**config.mk**
```make
export PLATFORM = sky130hd
export DESIGN_NAME = priority_process_scheduler_top
export DESIGN_NICKNAME = d
export VERILOG_FILES = /design/src/sv/pps_pkg.sv /design/src/sv/pps_entry_mem.sv /design/src/sv/pps_ctrl.sv /design/src/sv/priority_process_scheduler_top.sv
export SDC_FILE = /design/constraint.sdc
export NUM_CORES = 1
export LEC_CHECK = 0
export BUFFER_PORTS_ARGS = -buffer_cell sky130_fd_sc_hd__buf_2
export CELL_PAD_IN_SITES_DETAIL_PLACEMENT = 1
export CELL_PAD_IN_SITES_GLOBAL_PLACEMENT = 1
export CORE_MARGIN = 2
export CORE_UTILIZATION = 55
export CTS_BUF_LIST = sky130_fd_sc_hd__clkbuf_4 sky130_fd_sc_hd__clkbuf_8
export DETAILED_ROUTE_END_ITERATION = 16
export GPL_TIMING_DRIVEN = 0
export PLACE_DENSITY_LB_ADDON = 0.1
export SYNTH_ARGS = -nofsm -noshare
export SYNTH_HDL_FRONTEND = slang
export SYNTH_SLANG_ARGS = --single-unit
```
**constraint.sdc**
```tcl
create_clock -name aclk -period 4.7 [get_ports aclk]
set_input_delay 0.705 -clock aclk [delete_from_list [all_inputs] [get_ports aclk]]
set_output_delay 0.705 -clock aclk [all_outputs]
set_load 0.05 [all_outputs]
```
**src/sv/pps_pkg.sv**
```systemverilog
// Shared types and constants for the priority process scheduler.
package pps_pkg;

    localparam int PID_W   = 8;
    localparam int BURST_W = 10;
    localparam int PRIO_W  = 4;

    localparam logic REQ_ARRIVAL = 1'b0;
    localparam logic REQ_TICK    = 1'b1;

    typedef struct packed {
        logic [PID_W-1:0]   pid;
        logic [BURST_W-1:0] remaining;
        logic [PRIO_W-1:0]  prio;
    } entry_t;

endpackage

```
**src/sv/pps_entry_mem.sv**
```systemverilog
// Process table memory with one write port and one registered read port.
module pps_entry_mem
    import pps_pkg::*;
#(
    parameter int DEPTH = 16,
    parameter int AW    = $clog2(DEPTH)
) (
    input  logic          aclk,
    input  logic          we,
    input  logic [AW-1:0] waddr,
    input  entry_t        wdata,
    input  logic          re,
    input  logic [AW-1:0] raddr,
    output entry_t        rdata
);

    entry_t mem [DEPTH];
    entry_t rdata_reg;

    always_ff @(posedge aclk) begin
        if (we) begin
            mem[waddr] <= wdata;
        end
        if (re) begin
            rdata_reg <= mem[raddr];
        end
    end

    assign rdata = rdata_reg;

endmodule

```
**src/sv/pps_ctrl.sv**
```systemverilog
// Scheduler sequencer: arrivals, priority scan, run step and table compaction.
module pps_ctrl
    import pps_pkg::*;
#(
    parameter int DEPTH = 16,
    parameter int AW    = $clog2(DEPTH),
    parameter int CW    = $clog2(DEPTH + 1)
) (
    input  logic               aclk,
    input  logic               aresetn,
    input  logic               cfg_wr_en,
    input  logic               cfg_wr_data,
    input  logic               s_valid,
    output logic               s_ready,
    input  logic               s_req_type,
    input  logic [PID_W-1:0]   s_new_pid,
    input  logic [BURST_W-1:0] s_new_burst,
    input  logic [PRIO_W-1:0]  s_new_priority,
    output logic               m_valid,
    input  logic               m_ready,
    output logic [PID_W-1:0]   m_running_pid,
    output logic               m_finished,
    output logic               m_arrival_rejected,
    output logic               mem_we,
    output logic [AW-1:0]      mem_waddr,
    output entry_t             mem_wdata,
    output logic               mem_re,
    output logic [AW-1:0]      mem_raddr,
    input  entry_t             mem_rdata
);

    typedef enum logic [2:0] {
        ST_IDLE,
        ST_DISPATCH,
        ST_SCAN,
        ST_EXEC,
        ST_SH_RD,
        ST_SH_WR,
        ST_DONE
    } state_t;

    state_t             state_reg, state_next;
    logic               preempt_reg, preempt_next;
    logic [CW-1:0]      count_reg, count_next;
    logic               locked_reg, locked_next;
    logic [AW-1:0]      run_slot_reg, run_slot_next;

    logic               req_type_reg, req_type_next;
    entry_t             req_reg, req_next;

    logic [CW-1:0]      rd_idx_reg, rd_idx_next;
    logic [CW-1:0]      rd_end_reg, rd_end_next;
    logic               pend_vld_reg, pend_vld_next;
    logic [AW-1:0]      pend_idx_reg, pend_idx_next;
    logic               first_reg, first_next;
    entry_t             best_reg, best_next;
    logic [AW-1:0]      best_slot_reg, best_slot_next;
    logic [CW-1:0]      sh_idx_reg, sh_idx_next;

    logic [PID_W-1:0]   res_pid_reg, res_pid_next;
    logic               res_fin_reg, res_fin_next;
    logic               res_rej_reg, res_rej_next;

    logic               m_valid_reg, m_valid_next;
    logic [PID_W-1:0]   m_pid_reg, m_pid_next;
    logic               m_fin_reg, m_fin_next;
    logic               m_rej_reg, m_rej_next;

    logic [BURST_W-1:0] rem_dec;
    logic [CW-1:0]      best_slot_ext;
    logic [CW-1:0]      run_slot_ext;
    logic [CW-1:0]      sh_idx_inc;

    assign rem_dec       = (best_reg.remaining != '0) ? best_reg.remaining - 1'b1
                                                      : best_reg.remaining;
    assign best_slot_ext = CW'(best_slot_reg);
    assign run_slot_ext  = CW'(run_slot_reg);
    assign sh_idx_inc    = sh_idx_reg + 1'b1;

    always_comb begin
        state_next     = state_reg;
        preempt_next   = preempt_reg;
        count_next     = count_reg;
        locked_next    = locked_reg;
        run_slot_next  = run_slot_reg;
        req_type_next  = req_type_reg;
        req_next       = req_reg;
        rd_idx_next    = rd_idx_reg;
        rd_end_next    = rd_end_reg;
        pend_vld_next  = 1'b0;
        pend_idx_next  = pend_idx_reg;
        first_next     = first_reg;
        best_next      = best_reg;
        best_slot_next = best_slot_reg;
        sh_idx_next    = sh_idx_reg;
        res_pid_next   = res_pid_reg;
        res_fin_next   = res_fin_reg;
        res_rej_next   = res_rej_reg;
        m_valid_next   = m_valid_reg && !m_ready;
        m_pid_next     = m_pid_reg;
        m_fin_next     = m_fin_reg;
        m_rej_next     = m_rej_reg;
        mem_we         = 1'b0;
        mem_waddr      = '0;
        mem_wdata      = req_reg;
        mem_re         = 1'b0;
        mem_raddr      = '0;

        if (cfg_wr_en) begin
            preempt_next = cfg_wr_data;
        end

        unique case (state_reg)
            ST_IDLE: begin
                if (s_valid) begin
                    req_type_next      = s_req_type;
                    req_next.pid       = s_new_pid;
                    req_next.remaining = s_new_burst;
                    req_next.prio      = s_new_priority;
                    state_next         = ST_DISPATCH;
                end
            end
            ST_DISPATCH: begin
                res_pid_next = '0;
                res_fin_next = 1'b0;
                res_rej_next = 1'b0;
                if (req_type_reg == REQ_ARRIVAL) begin
                    if (count_reg == CW'(DEPTH) || req_reg.remaining == '0) begin
                        res_rej_next = 1'b1;
                    end else begin
                        mem_we     = 1'b1;
                        mem_waddr  = count_reg[AW-1:0];
                        count_next = count_reg + 1'b1;
                    end
                    state_next = ST_DONE;
                end else if (count_reg == '0) begin
                    locked_next = 1'b0;
                    state_next  = ST_DONE;
                end else begin
                    if (locked_reg && !preempt_reg && run_slot_ext < count_reg) begin
                        rd_idx_next = run_slot_ext;
                        rd_end_next = run_slot_ext + 1'b1;
                    end else begin
                        rd_idx_next = '0;
                        rd_end_next = count_reg;
                    end
                    first_next = 1'b1;
                    state_next = ST_SCAN;
                end
            end
            ST_SCAN: begin
                if (rd_idx_reg < rd_end_reg) begin
                    mem_re        = 1'b1;
                    mem_raddr     = rd_idx_reg[AW-1:0];
                    pend_vld_next = 1'b1;
                    pend_idx_next = rd_idx_reg[AW-1:0];
                    rd_idx_next   = rd_idx_reg + 1'b1;
                end
                if (pend_vld_reg) begin
                    if (first_reg || mem_rdata.prio < best_reg.prio) begin
                        best_next      = mem_rdata;
                        best_slot_next = pend_idx_reg;
                    end
                    first_next = 1'b0;
                end
                if (rd_idx_reg == rd_end_reg && !pend_vld_reg) begin
                    state_next = ST_EXEC;
                end
            end
            ST_EXEC: begin
                res_pid_next = best_reg.pid;
                if (rem_dec == '0) begin
                    res_fin_next  = 1'b1;
                    locked_next   = 1'b0;
                    run_slot_next = '0;
                    sh_idx_next   = best_slot_ext;
                    if (best_slot_ext + 1'b1 < count_reg) begin
                        state_next = ST_SH_RD;
                    end else begin
                        count_next = count_reg - 1'b1;
                        state_next = ST_DONE;
                    end
                end else begin
                    mem_we              = 1'b1;
                    mem_waddr           = best_slot_reg;
                    mem_wdata           = best_reg;
                    mem_wdata.remaining = rem_dec;
                    locked_next         = !preempt_reg;
                    if (!preempt_reg) begin
                        run_slot_next = best_slot_reg;
                    end
                    state_next = ST_DONE;
                end
            end
            ST_SH_RD: begin
                mem_re     = 1'b1;
                mem_raddr  = sh_idx_inc[AW-1:0];
                state_next = ST_SH_WR;
            end
            ST_SH_WR: begin
                mem_we      = 1'b1;
                mem_waddr   = sh_idx_reg[AW-1:0];
                mem_wdata   = mem_rdata;
                sh_idx_next = sh_idx_inc;
                if (sh_idx_inc + 1'b1 < count_reg) begin
                    state_next = ST_SH_RD;
                end else begin
                    count_next = count_reg - 1'b1;
                    state_next = ST_DONE;
                end
            end
            ST_DONE: begin
                if (!m_valid_reg || m_ready) begin
                    m_valid_next = 1'b1;
                    m_pid_next   = res_pid_reg;
                    m_fin_next   = res_fin_reg;
                    m_rej_next   = res_rej_reg;
                    state_next   = ST_IDLE;
                end
            end
            default: begin
                state_next = ST_IDLE;
            end
        endcase
    end

    always_ff @(posedge aclk) begin
        if (!aresetn) begin
            state_reg    <= ST_IDLE;
            preempt_reg  <= 1'b0;
            count_reg    <= '0;
            locked_reg   <= 1'b0;
            run_slot_reg <= '0;
            pend_vld_reg <= 1'b0;
            m_valid_reg  <= 1'b0;
        end else begin
            state_reg    <= state_next;
            preempt_reg  <= preempt_next;
            count_reg    <= count_next;
            locked_reg   <= locked_next;
            run_slot_reg <= run_slot_next;
            pend_vld_reg <= pend_vld_next;
            m_valid_reg  <= m_valid_next;
        end
        req_type_reg  <= req_type_next;
        req_reg       <= req_next;
        rd_idx_reg    <= rd_idx_next;
        rd_end_reg    <= rd_end_next;
        pend_idx_reg  <= pend_idx_next;
        first_reg     <= first_next;
        best_reg      <= best_next;
        best_slot_reg <= best_slot_next;
        sh_idx_reg    <= sh_idx_next;
        res_pid_reg   <= res_pid_next;
        res_fin_reg   <= res_fin_next;
        res_rej_reg   <= res_rej_next;
        m_pid_reg     <= m_pid_next;
        m_fin_reg     <= m_fin_next;
        m_rej_reg     <= m_rej_next;
    end

    assign s_ready            = (state_reg == ST_IDLE);
    assign m_valid            = m_valid_reg;
    assign m_running_pid      = m_pid_reg;
    assign m_finished         = m_fin_reg;
    assign m_arrival_rejected = m_rej_reg;

endmodule

```
**src/sv/priority_process_scheduler_top.sv**
```systemverilog
// Top level of the priority process scheduler: process table memory and sequencer.
// An arrival item passes the dispatch and done states to the output register before the next is taken.
// For a table of N entries, a tick item's run time is set by the one-entry-per-cycle priority scan
// over the table memory; a locked process reads one entry instead of N.
// When a process finishes, compaction moves each later entry down one slot with a read and a write.
// Reset clears the entry count, the lock and the mode; the table memory itself is not cleared.
module priority_process_scheduler_top
    import pps_pkg::*;
#(
    parameter int QUEUE_DEPTH = 16
) (
    input  logic               aclk,
    input  logic               aresetn,
    input  logic               cfg_wr_en,
    input  logic               cfg_wr_data,
    input  logic               s_valid,
    output logic               s_ready,
    input  logic               s_req_type,
    input  logic [PID_W-1:0]   s_new_pid,
    input  logic [BURST_W-1:0] s_new_burst,
    input  logic [PRIO_W-1:0]  s_new_priority,
    output logic               m_valid,
    input  logic               m_ready,
    output logic [PID_W-1:0]   m_running_pid,
    output logic               m_finished,
    output logic               m_arrival_rejected
);

    localparam int AW = $clog2(QUEUE_DEPTH);
    localparam int CW = $clog2(QUEUE_DEPTH + 1);

    logic          mem_we;
    logic [AW-1:0] mem_waddr;
    entry_t        mem_wdata;
    logic          mem_re;
    logic [AW-1:0] mem_raddr;
    entry_t        mem_rdata;

    pps_entry_mem #(
        .DEPTH (QUEUE_DEPTH),
        .AW    (AW)
    ) u_mem (
        .aclk  (aclk),
        .we    (mem_we),
        .waddr (mem_waddr),
        .wdata (mem_wdata),
        .re    (mem_re),
        .raddr (mem_raddr),
        .rdata (mem_rdata)
    );

    pps_ctrl #(
        .DEPTH (QUEUE_DEPTH),
        .AW    (AW),
        .CW    (CW)
    ) u_ctrl (
        .aclk               (aclk),
        .aresetn            (aresetn),
        .cfg_wr_en          (cfg_wr_en),
        .cfg_wr_data        (cfg_wr_data),
        .s_valid            (s_valid),
        .s_ready            (s_ready),
        .s_req_type         (s_req_type),
        .s_new_pid          (s_new_pid),
        .s_new_burst        (s_new_burst),
        .s_new_priority     (s_new_priority),
        .m_valid            (m_valid),
        .m_ready            (m_ready),
        .m_running_pid      (m_running_pid),
        .m_finished         (m_finished),
        .m_arrival_rejected (m_arrival_rejected),
        .mem_we             (mem_we),
        .mem_waddr          (mem_waddr),
        .mem_wdata          (mem_wdata),
        .mem_re             (mem_re),
        .mem_raddr          (mem_raddr),
        .mem_rdata          (mem_rdata)
    );

endmodule

```
==> out/metrics.cfg, run 1 <==
[global_route]
grt_max_degree=27
gr-total-overflow=0
grtUsageTotal_pct=30.16
grt_pass1_wl_um=84890
antenna_found_initial=2
grt_pass1_vias=13640

[routing]
avgViaCountPerCell=6.407
routed-via-count=13010
wl_um=56590
antenna_left=0
drt-initial-drc-count=1139
wl_per_cell_um=27.88
dr.pass1.iters=5
drc=0

[synth]
yosysTopAreaCell=edfxtp_1
synth_most_common_cell=edfxtp_1
synth_area_leaders=edfxtp_1 69%, a211oi_1 3.5%, mux2i_1 3.4%
syn-num-nets=1427
synth-warning-count=0
async_flop_share_pct=0
ys_types=72
synth_top_flop_cell=edfxtp_1
ys_seq_area_share_pct=70.54
synth_top_area_share_pct=68.95
synth-edff-count=463
synth_common_cells=463 x edfxtp_1, 112 x nand2_1, 93 x a211oi_1
postSynthCellCount=1368
synth_area_um2=20160
synth_area_per_cell_um2=14.74
ys_seq_elements=479

[clock_tree]
post_cts_buffers=0
cts_tree=built
cts_resized=0
numCtsBuffers=80
cts.hold.buffers_added=0
cts_max_level=3
clkTransAtPathRegs_ns=0.06
cts_buffer_depth=3
cts_sinks=479
worstSkewPairLatency_ns=0.65
cts_root_buffer=clkbuf_8

[power]
peakVddDrop_uv=261.3
p_leak_nw=7.763
p_per_area_nw_per_um2=411.0

[critical_path]
crit_family=compound AO/OA/AOI/OAI gates
critPathArrivalTime_ns=4.76
crit_required_ns=5.05
cp_common_cell=inv_1
path_buf_inv=3
reg2reg_depth=10
slowest_stage=clkbuf_1
crit_chain=inv_1, ha_1, nor4b_2, o211ai_1, a21oi_2, nand3_1, o21ai_0, clkbuf_1, a222oi_1, inv_1
path_depth=10
start_kind=register
cp_max_fo=16
cp_slowest_stage_delay_ns=0.63
end_kind=register
critical_path_class=reg2reg

[finish]
seq_area_um2=14220
fin_nets=1565
top_register=u_mem.mem
fin_util_pct=62.69
multi_input_area_um2=5348
antenna_cells=0
drive_gt1_share_pct=17.03
nFillCells=3399
finalNonFillerCells=2030
syn_to_final_growth_pct=13.00
largest_reg_flops=352

[status]
status=completed

[sta]
period_share_pct=93.81
clock_skew_ns=0.01764
tns_ns=0
relSlewSlack_pct=13.80
tightestPinTransition_ns=1.293
maxSlewViolCount=0
setup_viol=0
rsz0062_at_grt=false
finalHoldViolations=0
max_freq_mhz=226.8
whs_ns=0.2322
fin_crit_ns=4.409

[worst_hold_path]
hold_class=in2reg
hold-path-cell-count=1

[placement]
finalWeightedCongestion=0.8525
io_buffers=40
dp_hpwl_um=40180
dp.cells=1892

[die]
die_h_um=195.5
die_w_um=195.5
dieArea_um2=38210
core_um2=36350
io_pins=41
rows=70
start_util_pct=55.47

[run]
drv_cap=0

through the flow:
| stage | power [W] | cell area, um2 | setup WS (ns) |
|---|---|---|---|
| finish | 0.009365 | 22780 | 0.2910 |
| global route | 0.009658 | 22780 | 0.04788 |
| CTS | 0.009404 | 22780 | 0.3455 |
| detailed placement | 0.005986 | 21320 | 0.3675 |
| global placement | 0.005922 | 20950 | -0.4287 |
| floorplan | 0.005584 | 20160 | 1.012 |
worst register-to-register path, stage by stage, from the launching register on:
cell and delay, ns:
edfxtp_1 0.45, inv_1 0.12, ha_1 0.30, nor4b_2 0.54, o211ai_1 0.20, a21oi_2 0.33
nand3_1 0.20, o21ai_0 0.62, clkbuf_1 0.63, a222oi_1 0.22, inv_1 0.50
layout make-up:
| type | instances | area share, % |
|---|---|---|
| Clock buffer | 104 | 5.678 |
| Clock inverter | 34 | 0.7304 |
| Timing Repair Buffer | 56 | 2.317 |
| Inverter | 48 | 0.7908 |
| Tap cell | 468 | 2.570 |
| Multi-Input combinational cell | 751 | 23.47 |
| Sequential cell | 479 | 62.43 |
| Buffer | 90 | 2.015 |
report_power, final:
part,leakage [nW],internal (W),switching [W]
clock,0.748,0.00179,0.00166
sequential,4.32,0.00492,0.0000595
combinational,2.69,0.000253,0.000681
total,7.76,0.00697,0.00240
logic make-up (layout without fill, tap and decap cells):
kind of cell             after synthesis  after routing  share of synthesized area [%]
flip-flops                           479            479                          70.54
adder cells (fa/ha/maj)               30             30                          1.899
buffers and inverters                138            332                          3.171
XOR/XNOR                              18             18                         0.7819
multiplexers                          70             70                          3.481
AND/OR/NAND/NOR                      330            330                          8.532
AO/OA/AOI/OAI                        303            303                          11.59
cells in the final DEF (no fill, tap or decap), types with 6 or more instances in the layout:
| cell | count |
|---|---|
| a222oi_1 | 15 |
| and3_1 | 78 |
| clkbuf_8 | 82 |
| ha_1 | 29 |
| a21oi_1 | 44 |
| xor2_1 | 6 |
| clkinv_1 | 25 |
| buf_2 | 73 |
| o21ai_0 | 25 |
| or4_1 | 24 |
| edfxtp_1 | 463 |
| clkbuf_4 | 22 |
| nor2_2 | 15 |
| clkinvlp_4 | 6 |
| a311oi_1 | 22 |
| nand2b_1 | 9 |
| buf_16 | 7 |
| buf_6 | 10 |
| clkbuf_1 | 43 |
| nor3_1 | 6 |
| nor2_1 | 24 |
| a211oi_2 | 18 |
| a211oi_1 | 93 |
| mux2i_1 | 69 |
| inv_1 | 44 |
| nand3_1 | 23 |
| xnor2_1 | 12 |
| nand2_1 | 112 |
| a221o_1 | 9 |
| and2_1 | 6 |
| dfxtp_1 | 16 |
| a21o_1 | 9 |
| buf_8 | 9 |
| or3_1 | 6 |
| a221oi_1 | 22 |
layer usage:
metal  GRT usage [%]  up-vias  wire length, um
met5               0        -                0
met4           9.782        0             1441
met3           6.200      103             3879
met2           50.85      525            28190
met1           39.45     6686            23090
li1                -     5692                -
final timing paths:
check	endpoint	start	slack, ns
max	u_mem.mem[9][19]	u_ctrl.best_reg[4]	0.29
min	u_ctrl.req_reg[8]	s_new_burst[4]	0.23
max reg2reg	u_mem.mem[9][19]	u_ctrl.best_reg[4]	0.29
min reg2reg	u_ctrl.best_slot_reg[2]	u_ctrl.pend_idx_reg[2]	0.42
No activity file was read; power rests on OpenSTA's default activity.
==> run 2: changes to the inputs <==
- CORE_UTILIZATION: 55 -> 50
- clock period: 4.7 -> 3.5 ns (I/O delays scaled with it)
==> out/metrics.cfg, run 2 (synthesis gave the netlist of run 1 again) <==
[finish]
finalNonFillerCells=2138
syn_to_final_growth_pct=18.43
drive_gt1_share_pct=24.38
largest_reg_flops=352
multi_input_area_um2=5751
nFillCells=3732
fin_util_pct=60.10
fin_nets=1616
seq_area_um2=14220
top_register=u_mem.mem
final_cell_mix=463 x edfxtp_1, 111 x nand2_1, 87 x a211oi_1, 82 x clkbuf_8, 78 x and3_1
final_common_cell=edfxtp_1

[clock_tree]
clkTransAtPathRegs_ns=0.06
numCtsBuffers=81
cts_buffer_depth=3
cts_tree=built
cts_root_buffer=clkbuf_8
worstSkewPairLatency_ns=0.67
cts.hold.buffers_added=0
cts_sinks=479
cts_max_level=3

[power]
p_per_area_nw_per_um2=539.5
p_leak_nw=8.179
peakVddDrop_uv=341.4

[status]
status=completed

[placement]
io_buffers=40
dp.cells=1942
dp_hpwl_um=38860
finalWeightedCongestion=0.8462

[sta]
rsz0062_at_grt=true
fin_crit_ns=3.476
setup_viol=0
tightestPinTransition_ns=1.257
max_freq_mhz=287.6
whs_ns=0.03813
clock_skew_ns=0.04046
maxSlewViolCount=0
relSlewSlack_pct=16.20
finalHoldViolations=0
period_share_pct=99.33

[critical_path]
path_buf_inv=4
slowest_stage=or4_1
critical_path_class=reg2reg
crit_required_ns=3.87
critPathArrivalTime_ns=3.85
worstSetupStartpoint=u_ctrl.state_reg[1]
start_kind=register
reg2reg_to=u_mem.rdata[8]
endpoint=u_mem.rdata[8]
rrSetupSlack_ns=0.02
cp_max_fo=10
crit_family=simple AND/OR/NAND/NOR gates
crit_chain=buf_2, nand2_2, nor2_4, inv_2, nor2_2, nand4_4, clkbuf_4, clkbuf_2, and3_1, a211oi_1, a311oi_1, or4_1
path_depth=12
cp_slowest_stage_delay_ns=0.50
reg2reg_depth=12
end_kind=register
rr_startpoint=u_ctrl.state_reg[1]

[die]
die_h_um=204.8
rows=73
start_util_pct=50.75
dieArea_um2=41950
io_pins=41
die_w_um=204.8
core_um2=39730

[global_route]
grt_max_degree=27
grt_pass1_wl_um=88170
grt_pass1_vias=13670
grtUsageTotal_pct=28.94
antenna_found_initial=2
gr-total-overflow=0

[routing]
drc=0
avgViaCountPerCell=6.197
antenna_left=0
wl_um=59520
dr.pass1.iters=7
routed-via-count=13250
wl_per_cell_um=27.84
drt-initial-drc-count=1336

[worst_hold_path]
min_from=s_new_burst[3]
hold_class=in2reg

[run]
drv_cap=0

[run 2: changes by cell type in the layout (fill, tap and decap cells not counted), moves of 8 or more]
cell	previous run	this run
inv_1	44	28
nor2_2	15	2
clkinv_1	25	17
buf_4	1	38
inv_2	3	18
buf_2	73	61
nor2_4	2	23
clkbuf_2	1	17
buf_12	0	19
clkbuf_1	43	26
[run 2: timing repair]
item / 4_1_cts / 5_1_grt
resized for setup: 97 / 35
gates cloned: 7 / 0
setup buffers: 38 / 12
pin swaps: 23 / 4
setup endpoints to repair: 733 / 476
[run 2: worst min path at each step]
stage / cells past startpoint / to / slack (ns)
after floorplan: 0 / u_ctrl.best_slot_reg[0] / 0.40
final: 1 / u_ctrl.req_reg[7] / 0.04
after global routing: 1 / u_ctrl.req_reg[2] / 0.01
after global placement: 0 / u_ctrl.best_slot_reg[2] / 0.40
after detailed placement: 0 / u_ctrl.best_slot_reg[0] / 0.41
after CTS: 1 / u_ctrl.req_reg[7] / 0.001
[run 2: layer usage]
| layer | part of all wire, % | GRT usage, % | vias to the layer above | wire length [um] |
|---|---|---|---|---|
| met5 | 0 | 0 | - | 0 |
| met4 | 2.2 | 8.282 | 0 | 1284 |
| met3 | 6.5 | 6.316 | 93 | 3861 |
| met2 | 50 | 48.54 | 500 | 29620 |
| met1 | 42 | 38.00 | 6859 | 24750 |
| li1 | - | - | 5798 | - |
[run 2: power by group]
| part | internal (W) | switching (W) | total [W] |
|---|---|---|---|
| Sequential | 0.00661 | 0.0000725 | 0.00668 |
| Clock | 0.00252 | 0.00232 | 0.00484 |
| Combinational | 0.000397 | 0.000969 | 0.00137 |
| Total | 0.00953 | 0.00336 | 0.0129 |
[run 2: metrics by stage]
stage	cell area (um2)	TNS, ns	worst slack [ns]	total power (W)
6_report	23880	0	0.02351	0.01288
5_1_grt	23880	-0.2320	-0.07925	0.01327
4_1_cts	23680	0	0.01352	0.01286
3_5_place_dp	21290	-534.12	-1.186	0.008035
3_3_place_gp	21040	-646.33	-1.717	0.007965
2_1_floorplan	20180	-28.84	-0.1878	0.007499
[run 2: worst register-to-register path: stages, from the launching register on]
cell and delay, ns:
dfxtp_1 0.30, buf_2 0.20, nand2_2 0.14, nor2_4 0.21
inv_2 0.12, nor2_2 0.21, nand4_4 0.22, clkbuf_4 0.28
clkbuf_2 0.22, and3_1 0.23, a211oi_1 0.42, a311oi_1 0.16
or4_1 0.50
[run 2: area by class of cell]
type,instances,area share (%)
inverter,48,0.7755
tap,525,2.751
multi-input combinational,758,24.08
sequential,479,59.56
clock buffer,108,5.544
buffer,90,2.227
antenna,1,0.01048
timing repair buffer,99,4.302
clock inverter,30,0.7440
==> run 3: changes to the inputs <==
- GPL_ROUTABILITY_DRIVEN: default -> 0
- GPL_TIMING_DRIVEN: 0 -> 1
- PLACE_DENSITY_LB_ADDON: 0.1 -> 0.25
==> out/metrics.cfg, run 3 (synthesis gave the netlist of run 1 again) <==
[status]
status=completed

[routing]
drt-initial-drc-count=1259
dr.pass1.iters=7
avgViaCountPerCell=6.178
drc=0
antenna_left=0
wl_um=56440
routed-via-count=12980
wl_per_cell_um=26.86

[global_route]
antenna_found_initial=1
grtUsageTotal_pct=26.97
gr-total-overflow=0
grt_pass1_vias=13600
grt_max_degree=69
grt_pass1_wl_um=83520

[placement]
io_buffers=40
placed_area_um2=21750
dp_hpwl_um=36340
dp.cells=1951

[sta]
tns_ns=0
tightestPinTransition_ns=1.094
max_freq_mhz=294.1
setup_viol=0
finalHoldViolations=0
period_share_pct=97.15
fin_crit_ns=3.400
relSlewSlack_pct=27.07
maxSlewViolCount=0
clock_skew_ns=0.02984

[finish]
top_register=u_mem.mem
finalNonFillerCells=2101
syn_to_final_growth_pct=16.34
drive_gt1_share_pct=21.64
fin_nets=1573
seq_area_um2=14220
multi_input_area_um2=5492
final_common_cell=edfxtp_1
nFillCells=3769
fin_util_pct=59.04
largest_reg_flops=352
stdcell_area_um2=23460
antenna_cells=0
final_cell_mix=463 x edfxtp_1, 111 x nand2_1, 93 x a211oi_1, 90 x buf_4, 80 x clkbuf_8

[die]
dieArea_um2=41950
core_um2=39730
start_util_pct=50.75
io_pins=41
rows=73
die_h_um=204.8
die_w_um=204.8

[clock_tree]
cts_max_level=3
numCtsBuffers=79
cts_root_buffer=clkbuf_8
cts_buffer_depth=3
cts_sinks=479
clkTransAtPathRegs_ns=0.06
worstSkewPairLatency_ns=0.65
cts_tree=built

[critical_path]
critical_path_class=reg2reg
cp_max_fo=22
worstSetupStartpoint=u_ctrl.best_reg[4]
start_kind=register
reg2reg_depth=11
end_kind=register
critPathArrivalTime_ns=3.72
rrSetupSlack_ns=0.1
crit_required_ns=3.82
endpoint=u_mem.mem[8][16]
rr_startpoint=u_ctrl.best_reg[4]
reg2reg_to=u_mem.mem[8][16]

[power]
peakVddDrop_uv=241.4
p_per_area_nw_per_um2=547.5
p_leak_nw=8.091

[worst_hold_path]
hold_class=in2reg

[run]
drv_cap=0

-- run 3: changes by cell type in the layout (fill, tap and decap cells not counted), moves of 6 or more --
cell      delta
clkinv_1     +9
inv_2       -15
buf_4       +52
clkbuf_4    -10
a211oi_1     +6
buf_16       -6
clkbuf_2    -17
buf_6       -15
nor2_2      +11
clkbuf_1    -26
a211oi_2     -6
inv_1       +16
nor2_4      -19
buf_2       -20
-- run 3: worst max-delay path, cell delays in order, from the launching register on --
cell      delay [ns]
edfxtp_1        0.39
inv_1           0.15
ha_4            0.21
or3b_1          0.39
a211o_1         0.34
a21oi_4         0.18
a31oi_4         0.16
buf_2           0.22
buf_4           0.15
a221o_2         0.46
nor2_4          0.18
buf_12          0.22
-- run 3: stage by stage --
step                worst slack (ns)  total power [W]  hold WS, ns
floorplan                    -0.1878         0.007499       0.4003
global placement              0.2134         0.008019       0.4010
detailed placement           -0.1110         0.008084       0.4075
CTS                          0.03412          0.01291      0.01267
global route               -0.009034          0.01326      0.03134
finish                       0.09984          0.01284      0.05847
-- run 3: worst min-delay path by stage --
stage / end / from / cells after the start / slack, ns
after global placement: u_ctrl.m_finished / u_ctrl.res_fin_reg / 0 / 0.40
after detailed placement: u_ctrl.m_running_pid[4] / u_ctrl.res_pid_reg[4] / 0 / 0.41
final: u_ctrl.req_reg[13] / s_new_burst[9] / 1 / 0.06
after floorplan: u_ctrl.best_slot_reg[0] / u_ctrl.pend_idx_reg[0] / 0 / 0.40
after CTS: u_ctrl.req_reg[13] / s_new_burst[9] / 1 / 0.01
after global routing: u_ctrl.req_reg[12] / s_new_burst[8] / 1 / 0.03
-- run 3: power breakdown --
| part | leakage [nW] | internal, W | total [W] | switching, W |
|---|---|---|---|---|
| Combinational | 2.98 | 0.000418 | 0.00129 | 0.000873 |
| Sequential | 4.32 | 0.00661 | 0.00671 | 0.0000982 |
| Clock | 0.792 | 0.00257 | 0.00485 | 0.00228 |
-- run 3: cell type report --
cell class | count | share of cell area [%]
Tap cell | 525 | 2.800
Clock buffer | 99 | 5.302
Sequential cell | 479 | 60.63
Inverter | 48 | 0.7680
Timing Repair Buffer | 155 | 5.846
Clock inverter | 44 | 1.243
Multi-Input combinational cell | 751 | 23.41
-- run 3: metal layers --
metal	share of wire, %	global-route usage, %	up-vias
met2	46	41.67	569
met4	3.4	11.80	0
met5	0	0	-
li1	-	-	5694
met1	43	37.35	6589
met3	7.4	5.186	129
-- run 3: repair_timing --
| action | 4_1_cts | 5_1_grt |
|---|---|---|
| setup endpoints to repair | 82 | 562 |
| pin swaps | 0 | 5 |
| resized for setup | 3 | 14 |
| setup buffers | 0 | 5 |
| hold buffers | 0 | 0 |
| gates cloned | 0 | 2 |
